## src/hdl/msp_pkg.sv

```systemverilog
// ----------------------------------------------------------------------------
// msp_pkg: shared types and codes for the labelled shortest path block
// Field widths, command and operation codes, settle labels, queue word.
// ----------------------------------------------------------------------------
package msp_pkg;

  localparam int CMD_W    = 2;
  localparam int NODE_W   = 10;
  localparam int WEIGHT_W = 32;
  localparam int DIST_W   = 48;

  // input command codes
  localparam logic [CMD_W-1:0] CMD_HAZ  = 2'd0;
  localparam logic [CMD_W-1:0] CMD_EDGE = 2'd1;
  localparam logic [CMD_W-1:0] CMD_RUN  = 2'd2;

  // classified operations carried through the queue
  typedef logic [1:0] op_t;
  localparam op_t OP_HAZ     = 2'd0;
  localparam op_t OP_EDGE    = 2'd1;
  localparam op_t OP_RUN     = 2'd2;
  localparam op_t OP_RUN_BAD = 2'd3;

  // settle labels
  typedef logic [1:0] label_t;
  localparam label_t LABEL_NONE  = 2'd0;
  localparam label_t LABEL_START = 2'd1;
  localparam label_t LABEL_HAZ   = 2'd2;

  localparam logic [DIST_W-1:0] DIST_MAX = {DIST_W{1'b1}};

  typedef struct packed {
    op_t                 op;
    logic [NODE_W-1:0]   a;
    logic [NODE_W-1:0]   b;
    logic [WEIGHT_W-1:0] w;
  } msp_word_t;

  // queue head as seen by the back end
  typedef struct packed {
    logic      valid;
    msp_word_t word;
  } msp_q_t;

endpackage

```

## src/hdl/msp_fifo.sv

```systemverilog
// ----------------------------------------------------------------------------
// msp_fifo: short word queue between front and back
// Four-entry register queue; head word is shown with its valid bit.
// ----------------------------------------------------------------------------
module msp_fifo import msp_pkg::*; (
  input  logic      clk,
  input  logic      rst,
  input  logic      wr,
  input  msp_word_t wdata,
  output logic      full,
  input  logic      rd,
  output msp_q_t    head
);

  localparam int DEPTH = 4;
  localparam int PW    = $clog2(DEPTH);

  msp_word_t     slots [DEPTH];
  logic [PW-1:0] wptr;
  logic [PW-1:0] rptr;
  logic [PW:0]   count;

  assign full       = count == (PW+1)'(DEPTH);
  assign head.valid = count != '0;
  assign head.word  = slots[rptr];

  // storage
  always_ff @(posedge clk) begin
    if (wr) slots[wptr] <= wdata;
  end

  // pointers
  always_ff @(posedge clk) begin
    if (rst) begin
      wptr  <= '0;
      rptr  <= '0;
      count <= '0;
    end else begin
      if (wr) wptr <= wptr + 1'b1;
      if (rd) rptr <= rptr + 1'b1;
      count <= count + (PW+1)'(wr) - (PW+1)'(rd);
    end
  end

  a_no_write_full: assert property (@(posedge clk) disable iff (rst) !(wr && full))
    else $error("queue written while full");
  a_no_read_empty: assert property (@(posedge clk) disable iff (rst) !(rd && !head.valid))
    else $error("queue read while empty");

endmodule

```

## config.mk

```make
export PLATFORM = sky130hd
export DESIGN_NAME = msp_fifo
export DESIGN_NICKNAME = d
export VERILOG_FILES = /design/src/hdl/msp_pkg.sv /design/src/hdl/msp_fifo.sv
export SDC_FILE = /design/constraint.sdc
export NUM_CORES = 1
export LEC_CHECK = 0
export ABC_CLOCK_PERIOD_IN_PS = 4950
export BUFFER_PORTS_ARGS = -buffer_cell sky130_fd_sc_hd__buf_2
export CORE_MARGIN = 2
export CORE_UTILIZATION = 61
export CTS_CLUSTER_SIZE = 14
export DETAILED_ROUTE_END_ITERATION = 6
export GPL_TIMING_DRIVEN = 0
export PLACE_DENSITY = 0.9
export SLEW_MARGIN = 30
export SYNTH_ARGS = -nofsm -noshare
export SYNTH_HDL_FRONTEND = slang
export SYNTH_SLANG_ARGS = --single-unit
```

## constraint.sdc

```tcl
create_clock -name clk -period 4.95 [get_ports clk]
set_input_delay 0.99 -clock clk [delete_from_list [all_inputs] [get_ports clk]]
set_output_delay 0.99 -clock clk [all_outputs]
set_load 0.005 [all_outputs]
```

==> impl_metrics.py <==
metrics = {
    "final_layout": {
        "diodes": 0,
        "nFillCells": 768,
        "nets": 530,
        "instances_no_fill": 656,
        "multiInputGateArea_sq_um": 1480,
        "area_delta_synth_final_pct": 18.5,
        "drive_gt1_share_pct": 44.4,
        "seq_area_sq_um": 6670,
    },
    "worst_setup_path": {
        "rrSetupSlack_ns": 3.04,
        "setup.worst_path.start_class": "flip-flop",
        "crit_required_ns": 3.96,
        "r2r_start": "count[0]",
        "worstPathArrival_ns": 1.85,
        "worstPathMaxFanout": 10,
        "worst_r2r_path_depth": 7,
        "cp_cell_sequence": "buf_6, buf_12, mux4_2, buf_2",
        "worstReg2RegEnd": "count[2]",
        "critPathSlowestCell": "mux4_2",
        "worstSetupEndpointType": "output port",
        "crit_type": "reg2out",
        "critPathMaxStageDelay_ns": 0.53,
    },
    "clock_network": {
        "clockRootBuffer": "clkbuf_16",
        "post_cts_buffers": 0,
        "clkTransAtPathRegs_ns": 0.06,
        "cts_buffers": 22,
        "clock_latency_ns": 0.48,
        "clock-sinks": 225,
        "cts_resized": 0,
        "cts_tree": "done",
        "clk_path_buf_depth": 3,
        "htreeDepth": 1,
        "hold_buffers": 0,
    },
    "routing": {
        "vias": 3749,
        "route.detailed.drc": 0,
        "wirelength_mm": 14.2,
        "drt_iter0_markers": 225,
        "drt-pass1-iter-count": 6,
        "antenna_left": 0,
        "routed_via_density": 5.71,
        "wl_per_cell_um": 21.7,
    },
    "yosys": {
        "synth_nets": 389,
        "ys_ff_latch": 225,
        "yosysWarnings": 0,
        "yosys-top-cells-area": "edfxtp_1 (78%), mux4_2 (14%), dfxtp_1 (2.2%), mux4_1 (1.3%), buf_12 (1.2%)",
        "synth_most_common_cell": "edfxtp_1",
        "syn_area_sq_um": 8300,
        "synth_top_flop_cell": "edfxtp_1",
        "synth_edf_count": 216,
        "syn_avg_cell_area_sq_um": 25.6,
        "ys_seq_area_share_pct": 80.3,
        "synth_top_area_share_pct": 78.2,
        "ys_top_cells_by_count": "edfxtp_1 (216), mux4_2 (50), dfxtp_1 (9)",
        "async_flop_share_pct": 0,
        "synth_area_leader_cell": "edfxtp_1",
        "synth_cells": 324,
        "synth_cell_types": 22,
    },
    "floorplanning": {
        "core_sq_um": 13200,
        "dieWidth_um": 121,
        "fp.dieArea_sq_um": 14600,
        "ioPinCount": 114,
        "initial_core_util_pct": 62.7,
        "rows": 42,
        "dieHeight_um": 121,
    },
    "timing": {
        "slew_headroom_pct": 73.8,
        "finalHoldViolations": 0,
        "fin_crit_ns": 2.84,
        "skew_ns": 0.00548,
        "slew_viol_final": 0,
        "worstMarginPinSlew_ns": 0.393,
        "setup_tns_ns": 0,
        "period_share_pct": 57.5,
        "final.setup.worst_slack_ns": 2.11,
        "clock.fmax_ghz": 0.352,
        "rsz0062_at_grt": "false",
        "setup_violations": 0,
    },
    "grt": {
        "grt_pass1_wl_mm": 21.7,
        "antenna_found_initial": 0,
        "track_usage_pct": 20.1,
        "grt_max_degree": 33,
        "grt_pass1_vias": 4008,
        "overflow": 0,
    },
    "power": {
        "power_frac_comb_pct": 9.8,
        "total_power_mw": 4.13,
        "power.internal_mw": 3.28,
        "peakVddDrop_mv": 0.322,
        "pwr-share-clk_pct": 36.5,
        "power.leakage_nw": 3.39,
        "pwr-share-seq_pct": 53.7,
        "switchingPower_mw": 0.844,
        "powerDensity_nw_per_um2": 420,
        "switching_share_pct": 20.5,
    },
    "placement": {
        "dp_slack_ns": 2.38,
        "numPortBuffers": 113,
        "dp.final_hpwl_mm": 8.90,
        "gp_congestion": 0.668,
        "place_inst": 617,
    },
    "status": {
        "status": "finished, final reports clean",
    },
    "worst_hold_path": {
        "worstHoldStart": "rptr[0]",
        "min_path_cells": 2,
        "worstHoldPathType": "reg2reg",
    },
    "flow_run": {
        "maxCapViolations": 0,
    },
}
[worst max-delay path, delay by kind of cell (launching register included)]
| family | cells | cell delay [ns] |
|---|---|---|
| flops | 1 | 0.32 |
| mux | 1 | 0.53 |
| buf+inv | 3 | 0.52 |
[state kept, by name, summed over array words and instances (netlist names), named ones only]
register,flops
count,3
slots,216
rptr,2
wptr,2
[power groups by stage]
stage / Sequential [mW] / Clock (mW) / Combinational (mW)
final: 2.22 / 1.51 / 0.403
after global routing: 2.22 / 1.61 / 0.438
after CTS: 2.22 / 1.53 / 0.413
after detailed placement: 2.26 / 0 / 0.408
after global placement: 2.25 / 0 / 0.381
after floorplan: 2.25 / 0 / 0.237
[routing by layer]
metal,global-route usage [%],part of all wire (%),up-vias
met5,0,0,-
met4,5.45,1.5,0
met3,3.96,6.1,18
met2,35.3,53,127
met1,26.0,39,1948
li1,-,-,1656
[metrics by stage]
step	utilization [%]	hold WS (ns)	instance area [sq um]
after detailed placement	69.3	0.552	9180
after global placement	68.6	0.516	9080
after CTS	74.3	0.576	9840
after global routing	74.3	0.597	9840
after floorplan	-	0.492	8300
final	74.3	0.573	9840
[worst max-delay path by stage]
stage,to,cells after the start
CTS,head[37],4
finish,head[46],4
global route,head[46],4
detailed placement,count[2],7
floorplan,slots[0][0],1
global placement,slots[1][14],2
[cell usage in the layout (no fill, tap or decap)]
cell / n
clkbuf_2: 1
clkbuf_16: 23
clkinv_2: 4
buf_6: 1
and3_1: 1
buf_12: 9
xnor2_1: 2
nand3b_1: 1
fa_1: 1
nor2b_1: 2
mux2i_1: 1
or3_1: 1
ha_1: 6
a21bo_2: 1
and2_4: 4
inv_1: 6
edfxtp_1: 216
dfxtp_1: 9
xor3_1: 1
clkinv_1: 1
buf_2: 118
a21oi_1: 1
nor2_1: 5
mux4_2: 50
clkbuf_8: 2
mux4_1: 4
clkbuf_1: 9
[cell families after synthesis]
kind of cell    synth area share [%]
flops                           80.3
fa+ha+maj                       1.15
buf+inv                         1.97
simple gates                   0.920
compound gates                 0.181
mux                             15.0
xor+xnor                       0.498
[area by class of cell]
class	instances	share of cell area [%]
Buffer	12	1.44
Clock buffer	34	6.48
Clock inverter	5	0.242
Inverter	6	0.229
Multi-Input combinational cell	81	15.0
Sequential cell	225	67.8
Tap cell	176	2.24
Timing Repair Buffer	117	6.56
No activity file was read; power rests on OpenSTA's default activity.
